==> config.mk <==
export PLATFORM = sky130hd
export DESIGN_NAME = pcm_byte_to_sample_unpacker
export DESIGN_NICKNAME = d
export VERILOG_FILES = /design/src/design/pbsu_pkg.sv /design/src/design/pcm_byte_to_sample_unpacker.sv
export SDC_FILE = /design/constraint.sdc
export NUM_CORES = 1
export LEC_CHECK = 0
export ABC_AREA = 1
export BUFFER_PORTS_ARGS = -buffer_cell sky130_fd_sc_hd__clkbuf_2
export CORE_MARGIN = 1.5
export CORE_UTILIZATION = 40
export CTS_CLUSTER_DIAMETER = 80
export CTS_CLUSTER_SIZE = 25
export DETAILED_ROUTE_END_ITERATION = 16
export PLACE_DENSITY = 0.68
export SYNTH_ARGS = -nofsm -noshare
export SYNTH_HDL_FRONTEND = slang
export SYNTH_SLANG_ARGS = --single-unit
==> constraint.sdc <==
create_clock -name clk -period 2.7 [get_ports clk]
set_input_delay 0.54 -clock clk [delete_from_list [all_inputs] [get_ports clk]]
set_output_delay 0.54 -clock clk [all_outputs]
set_load 0.01 [all_outputs]
==> src/design/pbsu_pkg.sv <==
`timescale 1ns / 1ps
// ----------------------------------------------------------------------------
// pbsu_pkg
// Shared types, constants and the sample assembly function for the PCM
// byte-to-sample unpacker.
// ----------------------------------------------------------------------------
package pbsu_pkg;

  localparam int unsigned BYTE_W   = 8;
  localparam int unsigned SAMPLE_W = 32;
  localparam int unsigned STORE_W  = 24;
  localparam int unsigned ADDR_W   = 4;
  localparam int unsigned DATA_W   = 32;

  localparam logic [BYTE_W-1:0] BIAS_8BIT = 8'd128;

  // sample width codes (bytes per sample minus one)
  typedef enum logic [1:0] {
    WIDTH_8  = 2'd0,
    WIDTH_16 = 2'd1,
    WIDTH_24 = 2'd2,
    WIDTH_32 = 2'd3
  } width_code_t;

  // register indexes (byte address / 4)
  typedef enum logic [1:0] {
    REG_WIDTH  = 2'd0,
    REG_ENDIAN = 2'd1,
    REG_STEREO = 2'd2,
    REG_NONE   = 2'd3
  } reg_index_t;

  typedef struct packed {
    width_code_t width_code;
    logic        msb_first;
    logic        stereo;
  } cfg_t;

  // Build a left-aligned sample from the newest bytes; newest byte sits in w[7:0].
  function automatic logic [SAMPLE_W-1:0] assemble_sample(
    input logic [SAMPLE_W-1:0] w,
    input width_code_t         code,
    input logic                msb_first
  );
    logic [SAMPLE_W-1:0] v;
    v = '0;
    case (code)
      WIDTH_8: begin
        v = {w[7:0] - BIAS_8BIT, 24'd0};
      end
      WIDTH_16: begin
        v = msb_first ? {w[15:0], 16'd0} : {w[7:0], w[15:8], 16'd0};
      end
      WIDTH_24: begin
        v = msb_first ? {w[23:0], 8'd0} : {w[7:0], w[15:8], w[23:16], 8'd0};
      end
      default: begin
        v = msb_first ? w : {w[7:0], w[15:8], w[23:16], w[31:24]};
      end
    endcase
    return v;
  endfunction

endpackage

==> src/design/pcm_byte_to_sample_unpacker.sv <==
`timescale 1ns / 1ps
// ----------------------------------------------------------------------------
// pcm_byte_to_sample_unpacker
// Gathers a raw PCM byte stream into signed, left-aligned 32-bit samples.
// ----------------------------------------------------------------------------
// Bytes enter one per transaction on the in_ channel and land in an input
// register. From there one pass of logic joins the byte with up to three
// earlier bytes, forms the sample (8-bit unsigned data is re-biased to signed,
// 16/24-bit data fills the top bits with zero low bits, either byte order) and
// loads the output register. A byte that does not finish a sample produces no
// transaction. Throughput: one byte per cycle in stereo, and for bytes that
// complete no sample, unless the output stalls; in mono each finished sample
// leaves as two transactions (left, then right with out_last set) from the
// same output register, and the next completing byte waits on the left copy.
// Configuration (APB, pready tied high) must be written only while the block
// is idle, not enforced by the block: address 0x0 width code, 0x4 big endian,
// 0x8 stereo. Its writes never disturb the gathered bytes or channel toggle.
// ----------------------------------------------------------------------------
module pcm_byte_to_sample_unpacker
  import pbsu_pkg::*;
(
  input  logic                clk,
  input  logic                rst_n,
  // byte input
  input  logic                in_valid,
  output logic                in_ready,
  input  logic [BYTE_W-1:0]   in_data_byte,
  // sample output
  output logic                out_valid,
  input  logic                out_ready,
  output logic signed [SAMPLE_W-1:0] out_sample,
  output logic                out_channel,
  output logic                out_last,
  // configuration
  input  logic                psel,
  input  logic                penable,
  input  logic                pwrite,
  input  logic [ADDR_W-1:0]   paddr,
  input  logic [DATA_W-1:0]   pwdata,
  output logic [DATA_W-1:0]   prdata,
  output logic                pready
);

  // --------------------------------------------------------------------------
  // Configuration registers
  // --------------------------------------------------------------------------
  cfg_t       cfg_r;
  reg_index_t reg_idx;

  assign reg_idx = reg_index_t'(paddr[ADDR_W-1:2]);
  assign pready  = 1'b1;

  always_ff @(posedge clk) begin
    if (!rst_n) begin
      cfg_r.width_code <= WIDTH_16;
      cfg_r.msb_first  <= 1'b0;
      cfg_r.stereo     <= 1'b1;
    end else if (psel && penable && pwrite && pready) begin
      unique case (reg_idx)
        REG_WIDTH:  cfg_r.width_code <= width_code_t'(pwdata[1:0]);
        REG_ENDIAN: cfg_r.msb_first  <= pwdata[0];
        REG_STEREO: cfg_r.stereo     <= pwdata[0];
        default: ; // unmapped address, write dropped
      endcase
    end
  end

  always_comb begin
    unique case (reg_idx)
      REG_WIDTH:  prdata = {{(DATA_W-2){1'b0}}, cfg_r.width_code};
      REG_ENDIAN: prdata = {{(DATA_W-1){1'b0}}, cfg_r.msb_first};
      REG_STEREO: prdata = {{(DATA_W-1){1'b0}}, cfg_r.stereo};
      default:    prdata = '0;
    endcase
  end

  // --------------------------------------------------------------------------
  // Input register
  // --------------------------------------------------------------------------
  logic              s1_valid_r;
  logic [BYTE_W-1:0] s1_byte_r;

  // Gather state
  logic [STORE_W-1:0] store_r,   store_nxt;
  logic [1:0]         count_r,   count_nxt;
  logic               chan_r,    chan_nxt;

  // Output register; dup_r marks the mono left copy with a right copy to follow
  logic                out_valid_r, out_valid_nxt;
  logic [SAMPLE_W-1:0] sample_r,    sample_nxt;
  logic                channel_r,   channel_nxt;
  logic                last_r,      last_nxt;
  logic                dup_r,       dup_nxt;

  logic                out_fire;
  logic                out_free;
  logic                s1_done;   // this byte finishes a sample
  logic                s1_go;     // input register empties this cycle
  logic [SAMPLE_W-1:0] word;
  logic [SAMPLE_W-1:0] new_sample;

  assign out_fire = out_valid_r && out_ready;
  // output register can take a new sample at this edge
  assign out_free = !out_valid_r || (out_ready && !dup_r);

  assign word       = {store_r, s1_byte_r};
  assign s1_done    = (count_r >= cfg_r.width_code);
  assign new_sample = assemble_sample(word, cfg_r.width_code, cfg_r.msb_first);

  // a byte that completes nothing never waits on the output side
  assign s1_go    = s1_valid_r && (!s1_done || out_free);
  assign in_ready = !s1_valid_r || s1_go;

  always_ff @(posedge clk) begin
    if (!rst_n) begin
      s1_valid_r <= 1'b0;
    end else if (in_ready) begin
      s1_valid_r <= in_valid;
    end
  end

  always_ff @(posedge clk) begin
    if (in_valid && in_ready) begin
      s1_byte_r <= in_data_byte;
    end
  end

  // gather state update
  always_comb begin
    store_nxt = store_r;
    count_nxt = count_r;
    chan_nxt  = chan_r;
    if (s1_go) begin
      store_nxt = word[STORE_W-1:0];
      if (s1_done) begin
        count_nxt = '0;
        if (cfg_r.stereo) begin
          chan_nxt = !chan_r;
        end
      end else begin
        count_nxt = count_r + 2'd1;
      end
    end
  end

  // output register update
  always_comb begin
    out_valid_nxt = out_valid_r;
    sample_nxt    = sample_r;
    channel_nxt   = channel_r;
    last_nxt      = last_r;
    dup_nxt       = dup_r;
    if (out_fire) begin
      if (dup_r) begin
        // mono: same sample goes out again on the right channel
        channel_nxt = 1'b1;
        last_nxt    = 1'b1;
        dup_nxt     = 1'b0;
      end else begin
        out_valid_nxt = 1'b0;
      end
    end
    if (s1_go && s1_done) begin
      out_valid_nxt = 1'b1;
      sample_nxt    = new_sample;
      if (cfg_r.stereo) begin
        channel_nxt = chan_r;
        last_nxt    = 1'b1;
        dup_nxt     = 1'b0;
      end else begin
        channel_nxt = 1'b0;
        last_nxt    = 1'b0;
        dup_nxt     = 1'b1;
      end
    end
  end

  always_ff @(posedge clk) begin
    if (!rst_n) begin
      store_r     <= '0;
      count_r     <= '0;
      chan_r      <= 1'b0;
      out_valid_r <= 1'b0;
      dup_r       <= 1'b0;
    end else begin
      store_r     <= store_nxt;
      count_r     <= count_nxt;
      chan_r      <= chan_nxt;
      out_valid_r <= out_valid_nxt;
      dup_r       <= dup_nxt;
    end
  end

  always_ff @(posedge clk) begin
    sample_r  <= sample_nxt;
    channel_r <= channel_nxt;
    last_r    <= last_nxt;
  end

  assign out_valid   = out_valid_r;
  assign out_sample  = sample_r;
  assign out_channel = channel_r;
  assign out_last    = last_r;

endmodule

# Word level (Yosys, flattened, before mapping)
# Cells that the tools add are included.
[totals]
reg_bits = 76
latchBits = 0
mem_bits_rw = 0
rom_bits = 0
out_inout_bits = 69
elab_cells = 64
n_memories = 0
[op_classes]
add_sub_neg = 2
n_mul = 0
div_mod_pow = 0
n_lt_le_gt_ge = 1
eq_ne = 5
shifts = 0
mux = 18
bitwise = 0
n_reduce_logical = 25
[ops]
columns = ["op", "count"]
rows = [
  ["two-way mux 32 bit", 3],
  ["one-hot mux 32 bit (3 select lines)", 1],
  ["two-way mux 1 bit", 12],
  ["AND reduction 2 bit", 5],
  ["subtractor 8 bit (second input constant)", 1],
  ["logical AND 1 bit", 7],
  ["one-hot mux 2 bit (3 select lines)", 1],
  ["zero test 1 bit", 5],
  ["equality test 2 x 1 -> 1 bit (second input constant)", 2],
  ["equality test 2 bit (second input constant)", 2],
  ["zero test 2 bit", 2],
  ["nonzero test 2 bit", 2],
  ["logical OR 1 bit", 3],
  ["AND reduction 3 bit", 1],
  ["adder 2 x 1 -> 2 bit (second input constant)", 1],
  ["greater-or-equal comparator 2 bit", 1],
  ["two-way mux 2 bit", 1],
  ["!= test 2 x 1 -> 1 bit (second input constant)", 1],
]

# Logic depth before layout (Yosys ltp)
# Gate-level depths: netlist of run 1.
[depth]
word_depth = 8
depth_mapped = 10
ltp_nobuf = 9

# Worst setup path after synthesis of run 1
# OpenSTA, ideal clock, no wires.
[synth_path]
path_kind = "reg-to-reg"
startpoint = "register cfg_r[3] in the netlist's numbering"
endpoint = "register sample_r[0], in the netlist out_sample[0] (enable)"
setup_ns = 0.388
arrival_time_ns = 1.719
path_slack_ns = 0.593
path_stages_with_launch = 7
path_cell_list = "dfxtp_1 inv_2 ha_1 nand2_1 nand3_4 nand3_1 inv_1"
[synth_via]
elab_chain_cells = 5
[synth_rtl]
columns = ["item", "line", "text"]
rows = [
  ["start, declared", "pcm_byte_to_sample_unpacker.sv:47", "cfg_t cfg_r;"],
  ["greater-or-equal comparator 2 bit *", "pcm_byte_to_sample_unpacker.sv:107", "assign s1_done = (count_r >= cfg_r.width_code);"],
  ["zero test 1 bit", "pcm_byte_to_sample_unpacker.sv:111", "assign s1_go = s1_valid_r && (!s1_done || out_free);"],
  ["logical OR 1 bit", "pcm_byte_to_sample_unpacker.sv:111", ""],
  ["logical AND 1 bit", "pcm_byte_to_sample_unpacker.sv:111", ""],
  ["logical AND 1 bit *", "pcm_byte_to_sample_unpacker.sv:163", "if (s1_go && s1_done) begin"],
  ["end signal, assigned", "pcm_byte_to_sample_unpacker.sv:195", "sample_r <= sample_nxt;"],
  ["end, declared", "pcm_byte_to_sample_unpacker.sv:90", "logic [SAMPLE_W-1:0] sample_r, sample_nxt;"],
]
# Mark *: on every way between the ends. The rest lies on a longest branch, timed or not.
# A chain may end at the register's enable or synchronous reset.

# Worst setup path after layout of run 1
[layout_path]
startpoint = "register cfg_r[2] in the netlist's numbering"
endpoint = "output port in_ready"
[layout_via]
elab_chain_cells = 5
[layout_rtl]
columns = ["item", "line", "text"]
rows = [
  ["greater-or-equal comparator 2 bit", "pcm_byte_to_sample_unpacker.sv:107", ""],
  ["zero test 1 bit", "pcm_byte_to_sample_unpacker.sv:111", ""],
  ["logical OR 1 bit", "pcm_byte_to_sample_unpacker.sv:111", ""],
  ["logical AND 1 bit", "pcm_byte_to_sample_unpacker.sv:111", ""],
  ["logical OR 1 bit", "pcm_byte_to_sample_unpacker.sv:112", "assign in_ready = !s1_valid_r || s1_go;"],
  ["end, declared", "pcm_byte_to_sample_unpacker.sv:26", "output logic in_ready,"],
]
# Every way passes these cells.

==> results.md, run 1 <==
- Status: finished, final reports clean
- WL/cell: 12.5 um
- Final hold vios: 0
- Area delta synth->final: 9.98%
- Max rail drop VDD: ~0.28 mV
- Fin crit period: 2260 ps
- Placer's final routability congestion estimate: 0.782
- Largest family of logic cells by synthesized area: simple AND/OR/NAND/NOR gates
- FMAX: about 440 MHz
- Crit path capture type: primary output
- Dpl cell area: 4320 sq um
- Final period util: between 80% and 90%
- Setup TNS: 0 ps
- Post-Syn Area: around 4100 sq um
- Hold Buf Count CTS: 0
- Cell Count, Final, Fillers Out: approximately 680
- Startpoint types: flop
- Clk_lat worst skew: roughly 360 ps
- Slew Viols, Final: 0
- Final Cell Area: 4540 sq um
- Final Power: 0.00247 W
- Die ar.: 10900 sq um
- Critical Path Fanout Max: 10
- Global route overflow: 0
- Row Count: 36
- Worst hold path type: input port to flop
- CTS max path bufs: 2
- # nets final: 593
- Vias in the first global route: 2971
- PortBufs: between 50 and 60
- Total routed wirelength: ~8.5 mm
- Seq cells post-synth: 76
- RSZ-0062 raised after global routing: no
- Worst setup path class: flop to primary output
- DRT antenna net count: 0
- GR Util All Layers: 16.3%
- Post-synthesis mux area share: 0%
- Ys Warns: 0
- Ports: 120
- Cell leakage power: approximately 1.9 nW
- CTS resizes: 0
- CTS Root Cell: clkbuf_8
- Xor/xnor share of the synthesized area: 0%
- Ant diodes: 0
- Filler cells: 993
- DR vias: 3240
- Compound-Gate Fraction of Synth Area: 14.9%
- CTS tree: done
- Synth Area in Adders: 0.606%
- Core area: 9910 sq um
- Crit path arrival time: around 1700 ps
- Post-Synth Simple-Gate Area: between 20% and 30%
- Share of layout cells above drive strength 1: 22.6%
- Core Util, Final: 45.8%
- Placed cells: 662
- Initial antenna violation count: 0
- Syn_area_per_cell: 8.35 sq um
- Slew HR: 49.4%
- Worst Skew: between 9 and 10 ps
- Drt via density: 4.78
- Cell area power density: 545 nW/um^2
- First-pass GRT wire length: 14.0 mm
- Die height: 105 um
- Sequential area share after synthesis: 47.1%
- Post CTS Setup Buffer Count: 0
- Synthesized instance count: 494
- Hpwl dp: 5.71 mm
- Setup Viol. Count Final: 0
- Max Cap Viol: 0
- Cts bufs inserted: 9
- Sink Count: 76
- DR pass1 iterations: 5
- Clk pin slew, worst setup/hold paths: around 80 ps
- Largest net degree at the start of global routing: 64
- WP data required: 2160 ps
- Most common cell after layout, fill and taps aside: nand2_1
- Die W: roughly 100 um
- Slew @ Worst Pin: 756 ps
- 1st-iter DRT viols: 177
- Starting density of the core: a little over two fifths
- Most frequent cells in the layout: nand2_1, clkbuf_2, o21ai_0
- Synth cell types: 33
- Htree depth: 3
- DRC viols: 0
## state kept, by name, indices dropped and copies added (netlist names), 2 cells and up
name        count
out_sample     32
store_r        24
s1_byte_r       8
cfg_r           4
count_r         2
## per-layer routing
layer,track usage [%],vias up,wire length [um]
li1,-,1659,-
met1,20.1,1442,3890
met2,26.0,120,3840
met3,3.87,19,508
met4,9.49,0,248
met5,0,-,0
## critical path: stages (launching register included)
cell      delay [ps]
dfxtp_1          550
ha_1             300
nand2_1          100
nand3_4          120
nand3_1          140
clkbuf_2         150
## report_power, final
group | internal [W] | leakage, nW | total, W | switching, W
logic | 0.0000713 | 1.12 | 0.000230 | 0.000159
registers | 0.00126 | 0.679 | 0.00129 | 0.0000304
clock network | 0.000541 | 0.107 | 0.000947 | 0.000406
## Yosys cell counts, drive strengths merged
cell      n  area (sq um)
o211ai    2          15.0
a22oi     1          7.51
nor2     20          77.6
o311ai    1          8.76
inv      52           195
o21ai    52           260
buf      54           395
a22o      3          26.3
edfxtp   42          1260
nand3b    2          15.0
dfxtp    34           681
clkbuf    1          3.75
nand2   136           584
and3      2          12.5
a21oi    41           280
conb      2          7.51
nor3      1          5.00
nand4     7          43.8
a21boi    1          18.8
ha        2          25.0
nand3    38           203
## final cells by class
cell class,instances,area [sq um],share of cell area (%)
clock buffers,11,141,3.12
clock inverters,5,76.3,1.68
inverters,52,195,4.30
multi-input cells,340,1700,37.4
flip-flops and latches,76,1940,42.8
well taps,133,166,3.67
repair buffers,61,318,7.00
## through the flow
stage | hold WS [ps] | worst slack (ps)
CTS | 327 | 408
floorplan | 453 | 593
detailed placement | 472 | 769
global placement | 465 | 795
finish | 351 | 442
global route | 321 | 293
## cell families (layout without fill, tap and decap cells)
kind of cell / count (synthesis) / count (layout)
AO/OA/AOI/OAI: 101 / 101
adder cells (fa/ha/maj): 2 / 2
buffers and inverters: 107 / 129
flip-flops: 76 / 76
other: 2 / 31
AND/OR/NAND/NOR: 206 / 206
## final timing paths
path	startpoint	slack [ps]	depth (start not counted)	end
worst max-delay path	cfg_r[2]	440	5	in_ready
worst max register to register	cfg_r[2]	750	7	store_r[23]
worst min-delay path	in_data_byte[0]	350	1	s1_byte_r[0]
worst min register to register	store_r[22]	490	2	store_r[22]
(Power assumes the default switching activity.)
==> run 2, diff against run 1 <==
==> constraint.sdc (replaced) <==
create_clock -name clk -period 2.2 [get_ports clk]
set_input_delay 0.44 -clock clk [delete_from_list [all_inputs] [get_ports clk]]
set_output_delay 0.44 -clock clk [all_outputs]
set_load 0.01 [all_outputs]
==> run 2 against run 1 <==
Net effect:
- count of clock-buffer cells in the layout is 2 lower
- via count increased by 1.5%
- design area stayed put
- worst hold slack got worse by 95 ps
- first-iteration DRC count decreased by 0.56%
==> results.md, run 2 (same netlist as run 1, synthesis figures left out) <==
- Status: finished, final reports clean
- Core area: 9910 sq um
- Largest net degree at the start of global routing: 64
- Initial antenna violation count: 0
- Global route overflow: 0
- Final Cell Area: 4540 sq um
- WP depth: 6
- # nets final: 596
- FF-to-FF setup slack: between 400 and 500 ps
- Sequential power share: between 50 and 60%
- Final period util: 94.0%
- Share of layout cells above drive strength 1: 23.4%
- Cell leakage power: ~1.9 nW
- CP peak stage delay: 360 ps
- Worst hold path type: input port to flop
- Sink Count: 76
- Setup TNS: 0 ps
- FMAX: roughly 480 MHz
- Reg2reg path depth: 7
- Clk_lat worst skew: 360 ps
- Post CTS Setup Buffer Count: 0
- PortBufs: 56
- Crit-path slowest cell: dfxtp_1
- Final hold vios: 0
- Internal: 0.00206 W
- Hpwl dp: about 5.7 mm
- Max rail drop VDD: 0.304 mV
- Die W: 105 um
- WL/cell: 11.9 um
- Starting density of the core: 41.6%
- WP data required: 1760 ps
- Row Count: 36
- Ant diodes: 0
- Final hold slack: 256 ps
- Largest register FFs: 32
- DRT antenna net count: 0
- Crit path capture type: primary output
- Crit path arrival time: 1630 ps
- Dpl cell area: between 4000 and 5000 sq um
- Cell area power density: 624 nW/um^2
- Comb power frac: about a tenth
- Slew Viols, Final: 0
- Worst setup path class: flop to primary output
- Slew HR: 51.6%
- Slew @ Worst Pin: ~720 ps
- Worst Skew: between 10 and 15 ps
- DR vias: about 3300
- Top cell family by delay on the critical path: flip-flops
- Max Cap Viol: 0
- Die ar.: 10900 sq um
- Drt via density: roughly 4.8
- Hold Buf Count CTS: 0
- Critical Path Fanout Max: 7
- CP cell instances: inv_2 > ha_1 > nand2_1 > nand3_4 > nand3_1 > clkbuf_2
- First-pass GRT wire length: roughly 13 mm
- Fin crit period: slightly above 2000 ps
- Most common cell after layout, fill and taps aside: nand2_1
- 1st-iter DRT viols: about 180
- Ports: between 100 and 150
- CTS max path bufs: 2
- Most frequent cells in the layout: nand2_1, clkbuf_2, o21ai_0
- Psw: 0.000769 W
- Cts bufs inserted: 9
- Startpoint types: flop
- Placer's final routability congestion estimate: 0.796
- CTS Root Cell: clkbuf_8
- Die height: 105 um
- RSZ-0062 raised after global routing: no
- WP buf/inv: 2
- DRC viols: 0
- CTS tree: done
- Core Util, Final: 45.8%
- Htree depth: 3
- Setup Viol. Count Final: 0
- Clk pwr share: 33.9%
- Vias in the first global route: 2843
- Hold Path Depth: 1
- Clk pin slew, worst setup/hold paths: 80 ps
- Net Sw Frac: 27.1%
- DR pass1 iterations: 4
- GR Util All Layers: 14.9%
- CTS resizes: 0
- Area delta synth->final: 9.98%
- Total routed wirelength: 8.13 mm
run 2: area by class of cell:
type | count | area (sq um)
Inverter | 52 | 195
Clock buffer | 9 | 124
Tap cell | 133 | 166
Timing Repair Buffer | 64 | 353
Clock inverter | 7 | 58.8
Multi-Input combinational cell | 340 | 1700
Sequential cell | 76 | 1940
Fill cell | 981 | 5370
run 2: worst register-to-register path, delay by kind of cell (launching register included):
family | cells | cell delay [ps]
buffers and inverters | 3 | 420
AND/OR/NAND/NOR | 3 | 360
flip-flops | 1 | 360
adder cells (fa/ha/maj) | 1 | 300
run 2: through the flow:
stage          instances  power (W)  setup slack, ps
2_1_floorplan        523    0.00187             93.4
3_3_place_gp         665    0.00190              446
3_5_place_dp         665    0.00190              433
4_1_cts              681    0.00286              107
5_1_grt              681    0.00296             4.93
6_report             681    0.00283              133
run 2: worst paths after layout:
path | from | endpoint
max | cfg_r[3] | in_ready
min | in_data_byte[0] | s1_byte_r[0]
min reg2reg | store_r[22] | store_r[22]
max reg2reg | cfg_r[3] | out_sample[22]
run 2: power by group through the flow:
stage / Sequential, W / Combinational [W] / Clock (W)
floorplan: 0.00162 / 0.000245 / 0
global placement: 0.00162 / 0.000280 / 0
detailed placement: 0.00162 / 0.000287 / 0
CTS: 0.00159 / 0.000287 / 0.000988
global route: 0.00159 / 0.000321 / 0.00105
finish: 0.00159 / 0.000286 / 0.000961
run 2: metal layers:
metal,part of all wire (%),wire (um),GRT usage [%]
met5,0,0,0
met4,1.7,139,8.51
met3,7.5,610,2.74
met2,46,3710,23.5
met1,45,3670,19.0
==> run 3, diff against run 2 <==
--- a/config.mk
+++ b/config.mk
@@ -7,12 +7,14 @@
 export LEC_CHECK = 0
 export ABC_AREA = 1
 export BUFFER_PORTS_ARGS = -buffer_cell sky130_fd_sc_hd__clkbuf_2
+export CELL_PAD_IN_SITES_DETAIL_PLACEMENT = 0
+export CELL_PAD_IN_SITES_GLOBAL_PLACEMENT = 1
 export CORE_MARGIN = 1.5
-export CORE_UTILIZATION = 40
+export CORE_UTILIZATION = 38
 export CTS_CLUSTER_DIAMETER = 80
 export CTS_CLUSTER_SIZE = 25
 export DETAILED_ROUTE_END_ITERATION = 16
-export PLACE_DENSITY = 0.68
+export PLACE_DENSITY = 0.84
 export SYNTH_ARGS = -nofsm -noshare
 export SYNTH_HDL_FRONTEND = slang
 export SYNTH_SLANG_ARGS = --single-unit
==> constraint.sdc (replaced) <==
create_clock -name clk -period 2.3 [get_ports clk]
set_input_delay 0.46 -clock clk [delete_from_list [all_inputs] [get_ports clk]]
set_output_delay 0.46 -clock clk [all_outputs]
set_load 0.01 [all_outputs]
==> run 3 against run 2 <==
Net effect:
- critical path depth did not move
- design area rose by 0.11%
- global-route usage rose by 1.2 points
- via count rose by 0.52%
- register-to-register slack got worse by 20 ps
- flip-flop and latch count did not move
- first-iteration DRC count fell by 36%
- cell count rose by 0.73%
- sequential power fell by 4%
- largest power group unchanged
- highest routed layer unchanged
==> results.md, run 3 (same netlist as run 1, synthesis figures left out) <==
- DR pass1 iterations: 4
- Vias in the first global route: a little over 3000
- Filler cells: 1071
- Sink Count: 76
- Cts bufs inserted: 9
- Critical Path Fanout Max: 7
- Htree depth: 3
- # nets final: around 600
- Area of the multi-input gates: around 1700 sq um
- CTS max path bufs: 2
- Clk_lat worst skew: approximately 350 ps
- Global route overflow: 0
- DRC viols: 0
- Initial antenna violation count: 0
- Starting density of the core: about two fifths
- Total routed wirelength: 8.75 mm
- Cell leakage power: roughly 1.9 nW
- Area delta synth->final: 10.1%
- 1st-iter DRT viols: 113
- Final period util: 91.5%
- WP data required: 1840 ps
- PortBufs: between 50 and 60
- CP Launch Point: cfg_r[3]
- Slew HR: 53.5%
- DR vias: 3304
- CTS Root Cell: clkbuf_8
- Slew @ Worst Pin: about 700 ps
- RSZ-0062 raised after global routing: no
- Final hold vios: 0
- Crit path arrival time: 1640 ps
- Status: finished, final reports clean
- Ports: 120
- Reg-to-reg critical path startpoint: cfg_r[3]
- Largest net degree at the start of global routing: 33
- Startpoint types: flop
- Drt via density: 4.82
- CTS resizes: 0
- Die ar.: 11500 sq um
- Worst setup path class: flop to primary output
- Hold path start: in_data_byte[0]
- Setup Viol. Count Final: 0
- Worst Skew: ~9 ps
- Die height: 107 um
- Worst hold path type: input port to flop
- First-pass GRT wire length: approximately 14 mm
- Share of layout cells above drive strength 1: 23.5%
- FF-to-FF setup slack: 420 ps
- Placer's final routability congestion estimate: 0.781
- Largest register FFs: 32
- Most common cell after layout, fill and taps aside: nand2_1
- Fin crit period: 2100 ps
- Max rail drop VDD: 0.275 mV
- Die W: 107 um
- Setup TNS: 0 ps
- GR Util All Layers: 16.0%
- FMAX: 475 MHz
- Core area: 10400 sq um
- Max Cap Viol: 0
- Cell area power density: between 500 and 600 nW/um^2
- Reg2reg path depth: 7
- WL/cell: 12.8 um
- Clk pin slew, worst setup/hold paths: 80 ps
- Hpwl dp: 5.96 mm
- Row Count: 37
- Slew Viols, Final: 0
- R2R Path End: out_sample[25]
- Cell Count, Final, Fillers Out: about 690
- CTS tree: done
- Crit path to: in_ready
- Post CTS Setup Buffer Count: 0
- FF+latch area: 1940 sq um
- Placed cells: 670
- Hold Buf Count CTS: 0
- Ant diodes: 0
- Crit path capture type: primary output
- Most frequent cells in the layout: nand2_1, clkbuf_2, o21ai_0
- DRT antenna net count: 0
## run 3: metrics by stage
stage	worst slack, ps	total power, W	hold slack (ps)	instance area, sq um	utilization (%)
2_1_floorplan	193	0.00179	453	4240	-
3_3_place_gp	460	0.00182	464	4380	42.0
3_5_place_dp	413	0.00183	473	4380	42.0
4_1_cts	174	0.00272	281	4540	43.6
5_1_grt	50.0	0.00280	277	4540	43.6
6_report	195	0.00269	293	4540	43.6
## run 3: worst min path at each step
| stage | end | slack, ps | cells past startpoint |
|---|---|---|---|
| floorplan | count_r[0] | 450 | 2 |
| global placement | count_r[0] | 460 | 2 |
| detailed placement | store_r[19] | 470 | 2 |
| CTS | s1_byte_r[0] | 280 | 1 |
| global route | s1_byte_r[0] | 280 | 1 |
| finish | s1_byte_r[0] | 290 | 1 |
## run 3: routing by layer
layer	global-route usage (%)	share of wire, %
met5	0	0
met2	27.3	48
met1	19.5	45
met4	5.90	1.5
met3	3.95	5.2
## run 3: final cells by class
type                            instances  share of cell area (%)
Timing Repair Buffer                   66                    8.10
Multi-Input combinational cell        340                    37.4
Clock buffer                           10                    3.03
Clock inverter                          6                   0.661
Tap cell                              136                    3.75
Inverter                               52                    4.30
Sequential cell                        76                    42.8
## run 3: power by group
group | internal (W) | total (W) | leakage [nW] | switching, W
clock network | 0.000408 | 0.000900 | 0.0869 | 0.000492
logic | 0.0000886 | 0.000277 | 1.15 | 0.000189
registers | 0.00148 | 0.00152 | 0.680 | 0.0000333
## run 3: worst max-delay path, stage by stage, from the launching register on
cell and delay (ps):
dfxtp_1 380, inv_2 100, ha_1 310, nand2_1 110, nand3_4 120, nand3_1 130, clkbuf_2 150
